## config.mk

```make
export PLATFORM = sky130hd
export DESIGN_NAME = trial_division_prime_counter
export DESIGN_NICKNAME = d
export VERILOG_FILES = /design/src/sv/tdpc_pkg.sv /design/src/sv/trial_division_prime_counter.sv
export SDC_FILE = /design/constraint.sdc
export NUM_CORES = 1
export LEC_CHECK = 0
export ABC_CLOCK_PERIOD_IN_PS = 9700
export BUFFER_PORTS_ARGS = -buffer_cell sky130_fd_sc_hd__buf_2
export CORE_UTILIZATION = 35
export CTS_CLUSTER_SIZE = 24
export DETAILED_ROUTE_END_ITERATION = 12
export PLACE_DENSITY = 0.59
export SYNTH_ARGS = -nofsm -noshare
export SYNTH_HDL_FRONTEND = slang
export SYNTH_SLANG_ARGS = --single-unit
```

## constraint.sdc

```tcl
create_clock -name clk_i -period 9.7 [get_ports clk_i]
set_input_delay 0.97 -clock clk_i [delete_from_list [all_inputs] [get_ports clk_i]]
set_output_delay 0.97 -clock clk_i [all_outputs]
set_load 0.02 [all_outputs]
```

## src/sv/tdpc_pkg.sv

```systemverilog
// ----------------------------------------------------------------------------
// Trial division prime counter package
// Shared widths and constants for the prime counter and its checker.
// ----------------------------------------------------------------------------
package tdpc_pkg;

  // Width of the candidate field on the input port.
  localparam int unsigned CAND_W = 17;

  // Width of the running prime total on the output port.
  localparam int unsigned TOTAL_W = 17;

  // The running total saturates at this value.
  localparam logic [TOTAL_W-1:0] TOTAL_MAX = 17'h1FFFF;

  // Smallest trial divisor, and smallest prime.
  localparam int unsigned FIRST_DIVISOR = 2;

endpackage

```

## src/sv/trial_division_prime_counter.sv

```systemverilog
// ----------------------------------------------------------------------------
// Trial division prime counter
// Tests one candidate per item for primality and keeps a running prime count.
// ----------------------------------------------------------------------------
// The block takes one item at a time. Candidates below two go straight to the
// finish state. Otherwise each trial divisor d from 2 upward with d*d <= candidate
// takes one check of d*d against the candidate and a bit-serial restoring
// remainder that shifts one candidate bit per cycle. An item stops early at the
// first divisor that leaves no remainder. The result sits in an output register,
// so a new item is accepted while the previous result still waits to be taken.
// The running total saturates at its maximum and is cleared by an item's restart
// flag before that item is counted.
module trial_division_prime_counter
  import tdpc_pkg::*;
#(
  parameter int unsigned VALUE_BITS = 17
) (
  input  logic               clk_i,
  input  logic               rst_ni,
  input  logic               in_valid_i,
  output logic               in_ready_o,
  input  logic [CAND_W-1:0]  candidate_i,
  input  logic               restart_i,
  output logic               out_valid_o,
  input  logic               out_ready_i,
  output logic               is_prime_flag_o,
  output logic [TOTAL_W-1:0] prime_total_o
);

  // Only the low bits of the candidate take part, up to the port width.
  localparam int unsigned VW = (VALUE_BITS < CAND_W) ? VALUE_BITS : CAND_W;
  localparam int unsigned CW = (VW > 1) ? $clog2(VW) : 1;
  localparam int unsigned SW = VW + 2;

  typedef enum logic [1:0] {
    ST_IDLE,
    ST_CHECK,
    ST_DIV,
    ST_FINISH
  } state_e;

  state_e             state_q;
  logic [VW-1:0]      value_q;
  logic               restart_q;
  logic [VW-1:0]      div_q;
  logic [SW-1:0]      sq_q;
  logic [VW-1:0]      sh_q;
  logic [VW-1:0]      rem_q;
  logic [CW-1:0]      cnt_q;
  logic               prime_q;
  logic               out_valid_q;
  logic               flag_q;
  logic [TOTAL_W-1:0] total_q;

  logic [VW-1:0]      cand_bits;
  logic [VW:0]        trial_rem;
  logic [VW:0]        trial_diff;
  logic               trial_ge;
  logic [VW-1:0]      rem_d;
  logic               out_free;
  logic [TOTAL_W-1:0] total_base;
  logic [TOTAL_W-1:0] total_d;

  assign cand_bits = candidate_i[VW-1:0];

  // One restoring remainder step: bring in the next candidate bit, subtract
  // the divisor when it fits.
  assign trial_rem  = {rem_q, sh_q[VW-1]};
  assign trial_diff = trial_rem - {1'b0, div_q};
  assign trial_ge   = (trial_rem >= {1'b0, div_q});
  assign rem_d      = trial_ge ? trial_diff[VW-1:0] : trial_rem[VW-1:0];

  // The output register can load when empty or when its item leaves now.
  assign out_free = !out_valid_q || out_ready_i;

  // Running total after this item, with restart and saturation.
  always_comb begin
    total_base = restart_q ? '0 : total_q;
    total_d    = total_base;
    if (prime_q && (total_base != TOTAL_MAX)) begin
      total_d = total_base + TOTAL_W'(1);
    end
  end

  // Sequencer, divisor loop and output register.
  always_ff @(posedge clk_i or negedge rst_ni) begin
    if (!rst_ni) begin
      state_q     <= ST_IDLE;
      value_q     <= '0;
      restart_q   <= 1'b0;
      div_q       <= '0;
      sq_q        <= '0;
      sh_q        <= '0;
      rem_q       <= '0;
      cnt_q       <= '0;
      prime_q     <= 1'b0;
      out_valid_q <= 1'b0;
      flag_q      <= 1'b0;
      total_q     <= '0;
    end else begin
      // A taken result empties the register unless a new one loads now.
      if (out_valid_q && out_ready_i && (state_q != ST_FINISH)) begin
        out_valid_q <= 1'b0;
      end
      case (state_q)
        ST_IDLE: begin
          if (in_valid_i) begin
            value_q   <= cand_bits;
            restart_q <= restart_i;
            div_q     <= VW'(FIRST_DIVISOR);
            sq_q      <= SW'(FIRST_DIVISOR * FIRST_DIVISOR);
            prime_q   <= 1'b0;
            if (cand_bits < VW'(FIRST_DIVISOR)) begin
              state_q <= ST_FINISH;
            end else begin
              state_q <= ST_CHECK;
            end
          end
        end
        ST_CHECK: begin
          // Past the square root: no divisor found, so the value is prime.
          if (sq_q > {2'b00, value_q}) begin
            prime_q <= 1'b1;
            state_q <= ST_FINISH;
          end else begin
            sh_q    <= value_q;
            rem_q   <= '0;
            cnt_q   <= '0;
            state_q <= ST_DIV;
          end
        end
        ST_DIV: begin
          sh_q  <= {sh_q[VW-2:0], 1'b0};
          rem_q <= rem_d;
          cnt_q <= cnt_q + CW'(1);
          if (cnt_q == CW'(VW - 1)) begin
            if (rem_d == '0) begin
              state_q <= ST_FINISH;
            end else begin
              // (d + 1)^2 = d^2 + 2d + 1
              sq_q    <= sq_q + {1'b0, div_q, 1'b1};
              div_q   <= div_q + VW'(1);
              state_q <= ST_CHECK;
            end
          end
        end
        ST_FINISH: begin
          if (out_free) begin
            out_valid_q <= 1'b1;
            flag_q      <= prime_q;
            total_q     <= total_d;
            state_q     <= ST_IDLE;
          end
        end
        default: begin
          state_q <= ST_IDLE;
        end
      endcase
    end
  end

  assign in_ready_o      = (state_q == ST_IDLE);
  assign out_valid_o     = out_valid_q;
  assign is_prime_flag_o = flag_q;
  assign prime_total_o   = total_q;

endmodule

```

Word level (Yosys, flattened, before mapping)
Cells that the tools add are included.
Storage, ports and cells
  register bits after elaboration: 115
  input bits: 22
  output and inout bits: 20
  logic and storage cells: 78
Operators by class
  $add $sub $neg: 5
  order comparisons: 3
  eq/ne operators: 12
  mux-type cells: 30
  reduce and logical (&&, ||, !) cells: 16
Operators by type and width (number)
  17-bit two-way mux: 8
  17-bit one-hot mux with 2 select lines: 3
  19-bit two-way mux: 3
  19-bit one-hot mux with 2 select lines: 1
  17-bit by 1-bit adder with 17-bit output (second input constant): 2
  19-bit by 18-bit adder with 19-bit output: 1
  19-bit by 17-bit > comparator with 1-bit output: 1
  18-bit by 17-bit >= comparator with 1-bit output: 1
  17-bit logical NOT: 1
  17-bit by 2-bit less-than comparator with 1-bit output (second input constant): 1
  17-bit inequality test (second input constant): 1
  17-bit subtractor: 1
  2-bit inequality test (second input constant): 7
  2-bit two-way mux: 5
  5-bit one-hot mux with 2 select lines: 1
  2-bit one-hot mux with 4 select lines: 1
  1-bit two-way mux: 6
  2-bit AND reduction: 3
  3-bit AND reduction: 2
  2-bit nonzero test: 3
  5-bit by 1-bit adder with 5-bit output (second input constant): 1
  5-bit equality test (second input constant): 1
  5-bit two-way mux: 1
  2-bit equality test (second input constant): 2
  other kinds (7): 9

Depth between registers and ports, before layout
Gate-level depths: netlist of the first run.
  depth after elaboration: 6
  mapped depth: 16

Least setup slack after synthesis of the first run
OpenSTA, ideal clock, no wires.
  path type: flip-flop to flip-flop
  from: register div_q[0]
  to: register sq_q[2]
  library setup time: 0.125 ns
  arrival: 3.492 ns
  required time: 9.575 ns
  path slack: 6.083 ns
  stages on the path, launching flop included: 14
  clock period less this slack: 3.617 ns
  cell sequence: dfrtp_1 > ha_1 > inv_1 > fa_1 > a211oi_2 > o21ai_1 > a2111oi_0 > and4b_1 > or3_1 > nor4_1 > o211ai_1 > o21ai_2 > buf_6 > mux2_2
Between the ends
  cells in the longest elaborated chain, start to end: 5
Ends and longest elaborated chain
  start: declaration: line trial_division_prime_counter.sv:45  | logic [VW-1:0] div_q;
  start signal: assignment: line trial_division_prime_counter.sv:110  | div_q <= VW'(FIRST_DIVISOR);
  start signal: assignment: line trial_division_prime_counter.sv:142  | div_q <= div_q + VW'(1);
  17-bit subtractor or 18-bit by 17-bit >= comparator with 1-bit output (tied branches): line trial_division_prime_counter.sv:69, trial_division_prime_counter.sv:70
  17-bit two-way mux: line trial_division_prime_counter.sv:71  | assign rem_d = trial_ge ? trial_diff[VW-1:0] : trial_rem[VW-1:0];
  17-bit logical NOT: line trial_division_prime_counter.sv:137  | if (rem_d == '0) begin
  2-bit inequality test (no source line)
  4-bit AND reduction (no source line)
  end signal: assignment: line trial_division_prime_counter.sv:111  | sq_q <= SW'(FIRST_DIVISOR * FIRST_DIVISOR);
  end signal: assignment: line trial_division_prime_counter.sv:141  | sq_q <= sq_q + {1'b0, div_q, 1'b1};
  end: declaration: line trial_division_prime_counter.sv:46  | logic [SW-1:0] sq_q;
Several ways; a longest one is shown, not always the timed one. The select of a mux whose other input is x is not followed.
A chain may end at the register's enable or synchronous reset.

Final worst setup path of the first run
  from: register div_q[0]
  to: register div_q[10]
Between the ends
  cells in the longest elaborated chain, start to end: 5
Ends and longest elaborated chain (line)
  17-bit subtractor or 18-bit by 17-bit >= comparator with 1-bit output (tied branches): trial_division_prime_counter.sv:69, trial_division_prime_counter.sv:70
  17-bit two-way mux: trial_division_prime_counter.sv:71
  17-bit logical NOT: trial_division_prime_counter.sv:137
  2-bit inequality test (no source line)
  4-bit AND reduction (no source line)
Several ways; a longest one is shown, not always the timed one. The select of a mux whose other input is x is not followed.

==> results.ini, run 1 <==
[layout]
area_delta_synth_final_pct=13.15
final_cells=1214
drive_above_1_share_pct=9.957
final_area_mm2=0.008836
nets=1002
post-route-util_pct=40.49
antennaDiodeCount=0
nFillCells=2185

[die]
ios=42
die_x_um=151.4
die_y_um=151.4
dieArea_mm2=0.02291
start_util_pct=35.78
coreArea_mm2=0.02182
fp-row-count=54

[sta]
finalHoldViolCount=0
setup_viol=0
max_freq_mhz=235.7
finalMaxSlewViolations=0
rsz0062_at_grt=false
whs_ns=0.4980
slew-limit-headroom_pct=23.04
setup_tns_ns=0
fin_skew_ns=0.007380
period_minus_slack_ns=4.242
fin_crit_sh_pct=43.74
worstMarginPinSlew_ns=1.151

[status]
outcome=complete, no violations

[grt]
grt_overflow=0
first_global_vias=6283
antenna_found_initial=0
grt_util_all_layers_pct=18.26
grt_pass1_wl_um=32660
grt_max_degree=62

[critical_path]
critPathMaxFanout=54
critPathLaunchType=flip-flop
critPathCaptureType=flip-flop
critPathRequiredTime_ns=9.99
cp.arrival_ns=4.53
path_class=reg -> reg

[clock_tree]
h-tree-depth=4
numCtsBuffers=17
clk_transition_reported_paths_ns=0.06
cts_tree=built
cts-root-buf=clkbuf_16
cts.sink_count=115
cts_setup_buffers=0
cts_hold_buf=0
insertion_delay_ns=0.42
cts_resized=0
cts_buffer_depth=2

[power_and_ir_drop]
power_density_mw_per_mm2=367.5
ir_drop_uv=127.8
p_leak_nw=3.972

[drt]
wl_per_cell_um=16.01
antenna_left=0
drtPass1Iterations=5
wl_um=19430
via_per_inst=5.456
drc=0
vias=6623
drt_iter0_markers=338

[synthesis]
synth_top_area_cell=dfrtp_1
seq_area_frac_synth_pct=36.85
synth-seq-cells=115
synthCells=900
yosysUniqueCellTypes=67
synth_ff_type=dfrtp_1
async_reset_ff_share_pct=100.0
synthTopCellsByCount=nand2_1, dfrtp_1, o21ai_0, ha_1, a21oi_1
synth_most_common_cell=nand2_1
syn-cell-area_mm2=0.007809
syn_nets=980
synth-edff-count=0
avgSynthCellArea_um2=8.676
ys_warn_count=0
netlist.area_leader.share_pct=36.85
synthTopCellsByArea=dfrtp_1, ha_1, nand2_1

[job]
maxCapViolCount=0

[place]
dpl_cell_area_mm2=0.008235
place_congestion=0.8856
placed_cells=1183
hpwl_um=13800
numPortBuffers=41

[hold_path]
worstHoldPathType=reg -> reg

==> kinds of logic (layout without fill, tap and decap cells) <==
kind of cell,count (synthesis),after routing,synth area share [%]
multiplexers,34,34,4.406
XOR/XNOR,33,33,3.701
buffers and inverters,87,121,4.454
AND/OR/NAND/NOR,317,317,20.09
flip-flops,115,115,36.85
AO/OA/AOI/OAI,256,256,21.01
adder cells (fa/ha/maj),58,58,9.486
==> path summary, 6_finish.rpt <==
kind,startpoint,endpoint,slack [ns],depth (start not counted)
min in group asynchronous,rst_ni,sh_q[8]$_DFFE_PN0P_,0.60,1
worst min register to register,is_prime_flag_o$_DFFE_PN0P_,is_prime_flag_o$_DFFE_PN0P_,0.50,2
worst max-delay path,div_q[0]$_DFFE_PN0P_,div_q[10]$_DFFE_PN0P_,5.46,14
worst max register to register,div_q[0]$_DFFE_PN0P_,div_q[10]$_DFFE_PN0P_,5.46,14
max in group asynchronous,rst_ni,rem_q[9]$_DFFE_PN0P_,7.80,2
worst min-delay path,is_prime_flag_o$_DFFE_PN0P_,is_prime_flag_o$_DFFE_PN0P_,0.50,2
==> state kept, by name (all words and copies together), names as in the netlist <==
signal / cells
cnt_q: 5
value_q: 17
state_q: 2
sq_q: 19
is_prime_flag_o: 1
restart_q: 1
rem_q: 17
prime_q: 1
prime_total_o: 17
out_valid_o: 1
sh_q: 17
div_q: 17
==> metal layers <==
layer | vias up | wire [um] | global-route usage (%)
li1 | 3323 | - | -
met1 | 3154 | 9853 | 25.76
met2 | 117 | 8511 | 27.72
met3 | 29 | 665 | 3.313
met4 | 0 | 402 | 6.550
met5 | - | 0 | 0
==> final cells by class <==
| class | count | area (um2) | area share, % |
|---|---|---|---|
| multi-input combinational | 698 | 4593 | 51.98 |
| sequential | 115 | 2878 | 32.57 |
| clock buffer | 19 | 442.9 | 5.013 |
| tap | 280 | 350.3 | 3.965 |
| timing repair buffer | 47 | 252.7 | 2.860 |
| inverter | 43 | 161.4 | 1.827 |
| clock inverter | 12 | 157.7 | 1.784 |
==> layout by cell type, fill, tap and decap left out, types with 10 or more instances in the layout <==
cell type,n
nand2_1,118
dfrtp_1,115
o21ai_0,86
ha_1,56
a21oi_1,50
nor2_1,45
inv_1,43
buf_2,40
nand3_1,32
mux2i_1,31
nor2b_1,26
nand4_1,20
nor3_1,19
xnor2_1,19
o22ai_1,19
a211oi_1,18
clkbuf_16,17
o31ai_1,15
xor2_1,14
a21o_1,12
nor4_1,10
==> power breakdown <==
part	switching, mW	total, mW	internal (mW)
Sequential	0.208	0.870	0.662
Clock	0.240	0.649	0.409
Combinational	1.02	1.73	0.709
==> critical path, cell delays in order (launching register included) <==
cell       delay, ns
dfrtp_1         0.48
ha_1            0.21
inv_1           0.06
fa_1            0.43
a211oi_2        0.30
o21ai_1         0.15
a2111oi_0       0.39
and4b_1         0.25
or3_1           0.38
nor4_1          0.30
o211ai_1        0.16
o21ai_4         0.14
buf_4           0.43
or2_2           0.30
o21ai_0         0.11
==> per-stage QoR <==
stage / power (mW) / setup WS (ns)
after global placement: 2.572 / 5.558
after detailed placement: 2.593 / 5.398
after floorplan: 2.190 / 6.083
after CTS: 3.260 / 5.407
final: 3.247 / 5.458
after global routing: 3.535 / 5.006
(Power assumes the default switching activity.)
==> run 2: changes to the inputs <==
--- a/config.mk
+++ b/config.mk
@@ -5,12 +5,12 @@
 export SDC_FILE = /design/constraint.sdc
 export NUM_CORES = 1
 export LEC_CHECK = 0
-export ABC_CLOCK_PERIOD_IN_PS = 9700
+export ABC_CLOCK_PERIOD_IN_PS = 3500
 export BUFFER_PORTS_ARGS = -buffer_cell sky130_fd_sc_hd__buf_2
 export CORE_UTILIZATION = 35
 export CTS_CLUSTER_SIZE = 24
 export DETAILED_ROUTE_END_ITERATION = 12
-export PLACE_DENSITY = 0.59
+export PLACE_DENSITY = 0.6
 export SYNTH_ARGS = -nofsm -noshare
 export SYNTH_HDL_FRONTEND = slang
 export SYNTH_SLANG_ARGS = --single-unit
==> constraint.sdc (replaced) <==
create_clock -name clk_i -period 3.5 [get_ports clk_i]
set_input_delay 0.35 -clock clk_i [delete_from_list [all_inputs] [get_ports clk_i]]
set_output_delay 0.35 -clock clk_i [all_outputs]
set_load 0.02 [all_outputs]
==> results.ini, run 2 (synthesis gave the netlist of run 1 again) <==
[drt]
wl_um=20700
drc=0
drtPass1Iterations=5
antenna_left=0
wl_per_cell_um=15.97
via_per_inst=5.420
vias=7024
drt_iter0_markers=421

[sta]
setup_ws_ns=-0.03333
fin_skew_ns=0.008683
finalHoldViolCount=11
setup_viol=7
rsz0062_at_grt=true
finalMaxSlewViolations=0
whs_ns=-0.01491
period_minus_slack_ns=3.533
max_freq_mhz=283.0
fin_crit_sh_pct=101.0
slew-limit-headroom_pct=15.03
worstMarginPinSlew_ns=1.275

[layout]
area_delta_synth_final_pct=25.43
nets=1085
multiInputGateArea_mm2=0.004852
drive_above_1_share_pct=20.96
largest-register=sq_q
largest_register_ffs=19
ff_latch_area_mm2=0.002879
final_common_cell=dfrtp_1
final_cell_mix=dfrtp_1, nand2_1, buf_4
nFillCells=2099
antennaDiodeCount=0

[critical_path]
cpMaxStageDelayCell=or3_4
critPathRequiredTime_ns=3.73
critPathCaptureType=flip-flop
crit_top_cell=buf_6
critPathMaxFanout=5
path_cells=inv_1 > ha_2 > inv_2 > fa_2 > a211oi_4 > o21ai_2 > a2111oi_2 > and4b_1 > or3_4 > nor4_4 > o211ai_1 > o21ai_4 > buf_6 > buf_6 > clkbuf_16 > o31ai_1
cp_num_buf_inv=5
critPathLaunchType=flip-flop
cp.arrival_ns=3.77
path_class=reg -> reg
slowest_delay_ns=0.41
cpLargestDelayFamily=compound AO/OA/AOI/OAI gates
r2r_slack_ns=-0.03

[grt]
busiest_layer=met2
grt_pass1_wl_um=33260
antenna_found_initial=0
grt_max_degree=65
first_global_vias=6492
grt_overflow=0
gr-usage-met1_pct=26.11
grt_util_all_layers_pct=18.50
gr-usage-met3_pct=3.313
grt_use_met2_pct=29.20

[place]
place_congestion=0.8628
numPortBuffers=41
hpwl_um=14590

[clock_tree]
cts.sink_count=115
cts_hold_buf=0
clk_transition_reported_paths_ns=0.05
insertion_delay_ns=0.41
numCtsBuffers=17
h-tree-depth=4
cts_buffer_depth=2
cts-root-buf=clkbuf_16
cts_tree=built

[die]
start_util_pct=35.78
die_y_um=151.4
coreArea_mm2=0.02182
fp-row-count=54
dieArea_mm2=0.02291
die_x_um=151.4
ios=42

[power_and_ir_drop]
power_mw=10.48
power_density_mw_per_mm2=1070
ir_drop_uv=553.5
p_leak_nw=4.486

[status]
outcome=finished, violations left
violations=negative hold slack, negative setup slack

[hold_path]
worstHoldPathType=in -> async

[job]
maxCapViolCount=0

==> run 2: changes by cell type in the layout (fill, tap and decap cells not counted), moves of 4 or more <==
cell and delta:
o21ai_0 -20, o31ai_1 -6, o21ai_1 +17, o31ai_2 +5
nand2_1 -8, buf_4 +64, clkinvlp_4 -4, buf_6 +12
nand2_2 +7
==> run 2: per-stage QoR <==
step	instances	worst slack (ns)	cell area, um2	util (%)	TNS (ns)
after detailed placement	1239	-0.1673	8685	39.79	-3.705
after floorplan	900	0.03099	7812	-	0
after CTS	1283	-0.05258	9449	43.30	-0.7539
after global routing	1296	-0.1959	9794	44.88	-3.935
final	1296	-0.03333	9794	44.88	-0.1529
after global placement	1239	-0.1126	8685	39.79	-1.740
==> run 2: worst register-to-register path: cells and delay by family (launching register included) <==
family	cells	cell delay (ns)
fa+ha+maj	2	0.53
simple gates	3	0.81
buf+inv	5	0.50
flops	1	0.37
compound gates	6	1.16
==> run 2: repair_timing <==
item	CTS	global route
endpoints found under the setup margin	36	37
pin swaps	6	16
setup buffers	13	9
resized for setup	26	64
cloned	1	5
==> run 2: per-layer routing <==
metal  wire, um  part of all wire, %  vias to the layer above
met3        730                  3.5                       15
li1           -                    -                     3478
met5          0                    0                        -
met4        210                  1.0                        0
met1      10180                   49                     3396
met2       9582                   46                      135
==> run 2: worst paths after layout <==
check	start	to	cells past startpoint
setup / recovery	sh_q[16]$_DFFE_PN0P_	sq_q[14]$_DFFE_PN0P_	16
hold / removal	rst_ni	div_q[16]$_DFFE_PN0P_	1
setup reg to reg	sh_q[16]$_DFFE_PN0P_	sq_q[14]$_DFFE_PN0P_	16
hold reg to reg	is_prime_flag_o$_DFFE_PN0P_	is_prime_flag_o$_DFFE_PN0P_	2
max in group asynchronous	rst_ni	value_q[2]$_DFFE_PN0P_	2
min in group clk_i	candidate_i[8]	value_q[8]$_DFFE_PN0P_	3
==> run 2: area by class of cell <==
type	instances	area share, %
well taps	280	3.577
clock inverters	9	1.099
clock buffers	21	4.701
multi-input cells	699	49.54
flip-flops and latches	115	29.39
inverters	43	1.648
repair buffers	129	10.04
==> run 2: report_power, final <==
part	total, mW	internal [mW]	switching (mW)
combinational	6.46	3.01	3.45
clock	1.69	1.07	0.618
sequential	2.32	1.84	0.486
==> run 3: changes to the inputs <==
--- a/config.mk
+++ b/config.mk
@@ -10,7 +10,7 @@
 export CORE_UTILIZATION = 35
 export CTS_CLUSTER_SIZE = 24
 export DETAILED_ROUTE_END_ITERATION = 12
-export PLACE_DENSITY = 0.6
+export PLACE_DENSITY = 0.54
 export SYNTH_ARGS = -nofsm -noshare
 export SYNTH_HDL_FRONTEND = slang
 export SYNTH_SLANG_ARGS = --single-unit
==> results.ini, run 3 (synthesis gave the netlist of run 1 again) <==
[status]
outcome=finished, violations left
violations=negative setup slack

[layout]
final_common_cell=dfrtp_1
area_delta_synth_final_pct=25.80
nFillCells=2102
largest-register=sq_q
antennaDiodeCount=0
largest_register_ffs=19
nets=1091
drive_above_1_share_pct=21.68
final_cell_mix=dfrtp_1, nand2_1, buf_4

[sta]
worstMarginPinSlew_ns=1.045
fin_crit_sh_pct=100.3
fin_skew_ns=0.01030
setup_ws_ns=-0.01079
whs_ns=0.01249
max_freq_mhz=284.8
slew-limit-headroom_pct=30.36
period_minus_slack_ns=3.511
finalMaxSlewViolations=0
rsz0062_at_grt=true
setup_viol=1
finalHoldViolCount=0
setup_tns_ns=-0.01079

[die]
die_y_um=151.4
fp-row-count=54
dieArea_mm2=0.02291
die_x_um=151.4
ios=42
coreArea_mm2=0.02182
start_util_pct=35.78

[clock_tree]
numCtsBuffers=17
cts_hold_buf=0
cts-root-buf=clkbuf_16
h-tree-depth=4
cts.sink_count=115
cts_buffer_depth=2
insertion_delay_ns=0.42
cts_tree=built
clk_transition_reported_paths_ns=0.06

[grt]
grt_util_all_layers_pct=19.06
grt_max_degree=60
antenna_found_initial=0
grt_pass1_wl_um=33890
first_global_vias=6585
grt_overflow=0

[drt]
drc=0
vias=6997
wl_per_cell_um=16.24
drt_iter0_markers=359
via_per_inst=5.366
antenna_left=0
drtPass1Iterations=5
wl_um=21180

[critical_path]
crit_top_cell=inv_2
r2r_slack_ns=-0.01
r2r_start=sh_q[16]$_DFFE_PN0P_
cpMaxStageDelayCell=dfrtp_1
r2r.worst_path.cells=15
critPathMaxFanout=6
critPathLaunch=sh_q[16]$_DFFE_PN0P_
r2r_end=sq_q[2]$_DFFE_PN0P_
path_depth=15
path_cells=inv_2 > ha_4 > inv_2 > fa_2 > a211oi_4 > o21bai_1 > a211oi_2 > o311ai_4 > buf_4 > or3_1 > o31ai_2 > o211ai_1 > o21ai_4 > buf_6 > mux2_4
slowest_delay_ns=0.39
cp_num_buf_inv=4
critPathLaunchType=flip-flop
critPathCaptureType=flip-flop
critPathCapture=sq_q[2]$_DFFE_PN0P_
path_class=reg -> reg
cp.arrival_ns=3.81
critPathRequiredTime_ns=3.80
cpLargestDelayFamily=compound AO/OA/AOI/OAI gates

[place]
dp_slack_ns=-0.2256
hpwl_um=15410
place_congestion=0.8728
numPortBuffers=41

[power_and_ir_drop]
power_mw=10.40
power_density_mw_per_mm2=1059
p_leak_nw=4.503
ir_drop_uv=539.5

[job]
maxCapViolCount=0

[hold_path]
worstHoldPathType=in -> async

## run 3: cell count changes in the layout (fill, tap and decap cells not counted), sizes merged
cell,change
buf,+7
bufinv,-1
clkinv,-2
clkinvlp,+4
## run 3: layout make-up
type / instances / area, um2 / area share (%)
multi-input cells: 699 / 4856 / 49.43
inverters: 43 / 161.4 / 1.643
flip-flops and latches: 115 / 2879 / 29.31
clock inverters: 10 / 101.3 / 1.032
clock buffers: 22 / 484.2 / 4.929
well taps: 280 / 350.3 / 3.566
repair buffers: 135 / 991.0 / 10.09
## run 3: stage by stage
| step | instance area, um2 | utilization, % | cells |
|---|---|---|---|
| 3_5_place_dp | 8860 | 40.60 | 1264 |
| 3_3_place_gp | 8860 | 40.60 | 1264 |
| 4_1_cts | 9549 | 43.76 | 1298 |
| 6_report | 9823 | 45.01 | 1304 |
| 2_1_floorplan | 7812 | - | 900 |
| 5_1_grt | 9823 | 45.01 | 1304 |
## run 3: how the worst min path moves through the flow
stage | from | end
floorplan | rst_ni | cnt_q[0]$_DFFE_PN0P_
global placement | is_prime_flag_o$_DFFE_PN0P_ | is_prime_flag_o$_DFFE_PN0P_
detailed placement | rst_ni | sh_q[9]$_DFFE_PN0P_
CTS | rst_ni | sh_q[9]$_DFFE_PN0P_
global route | rst_ni | sh_q[9]$_DFFE_PN0P_
finish | rst_ni | sh_q[9]$_DFFE_PN0P_
## run 3: power by group
group	internal [mW]	switching, mW	total, mW
registers	1.84	0.434	2.27
logic	2.91	3.51	6.42
clock network	1.05	0.656	1.71
total	5.80	4.60	10.4
## run 3: routing by layer
layer / track usage [%] / vias to the layer above / part of all wire [%]
met4: 4.900 / 0 / 1.1
met3: 3.614 / 22 / 3.6
met2: 30.55 / 130 / 46
met1: 26.14 / 3335 / 50
li1: - / 3510 / -
met5: 0 / - / 0
## run 3: repair_timing
action / CTS / global route
pin swaps: 4 / 18
endpoints found under the setup margin: 37 / 37
resized for setup: 23 / 62
endpoints found under the hold margin: 0 / 0
setup buffers: 2 / 3
gates cloned: 0 / 4
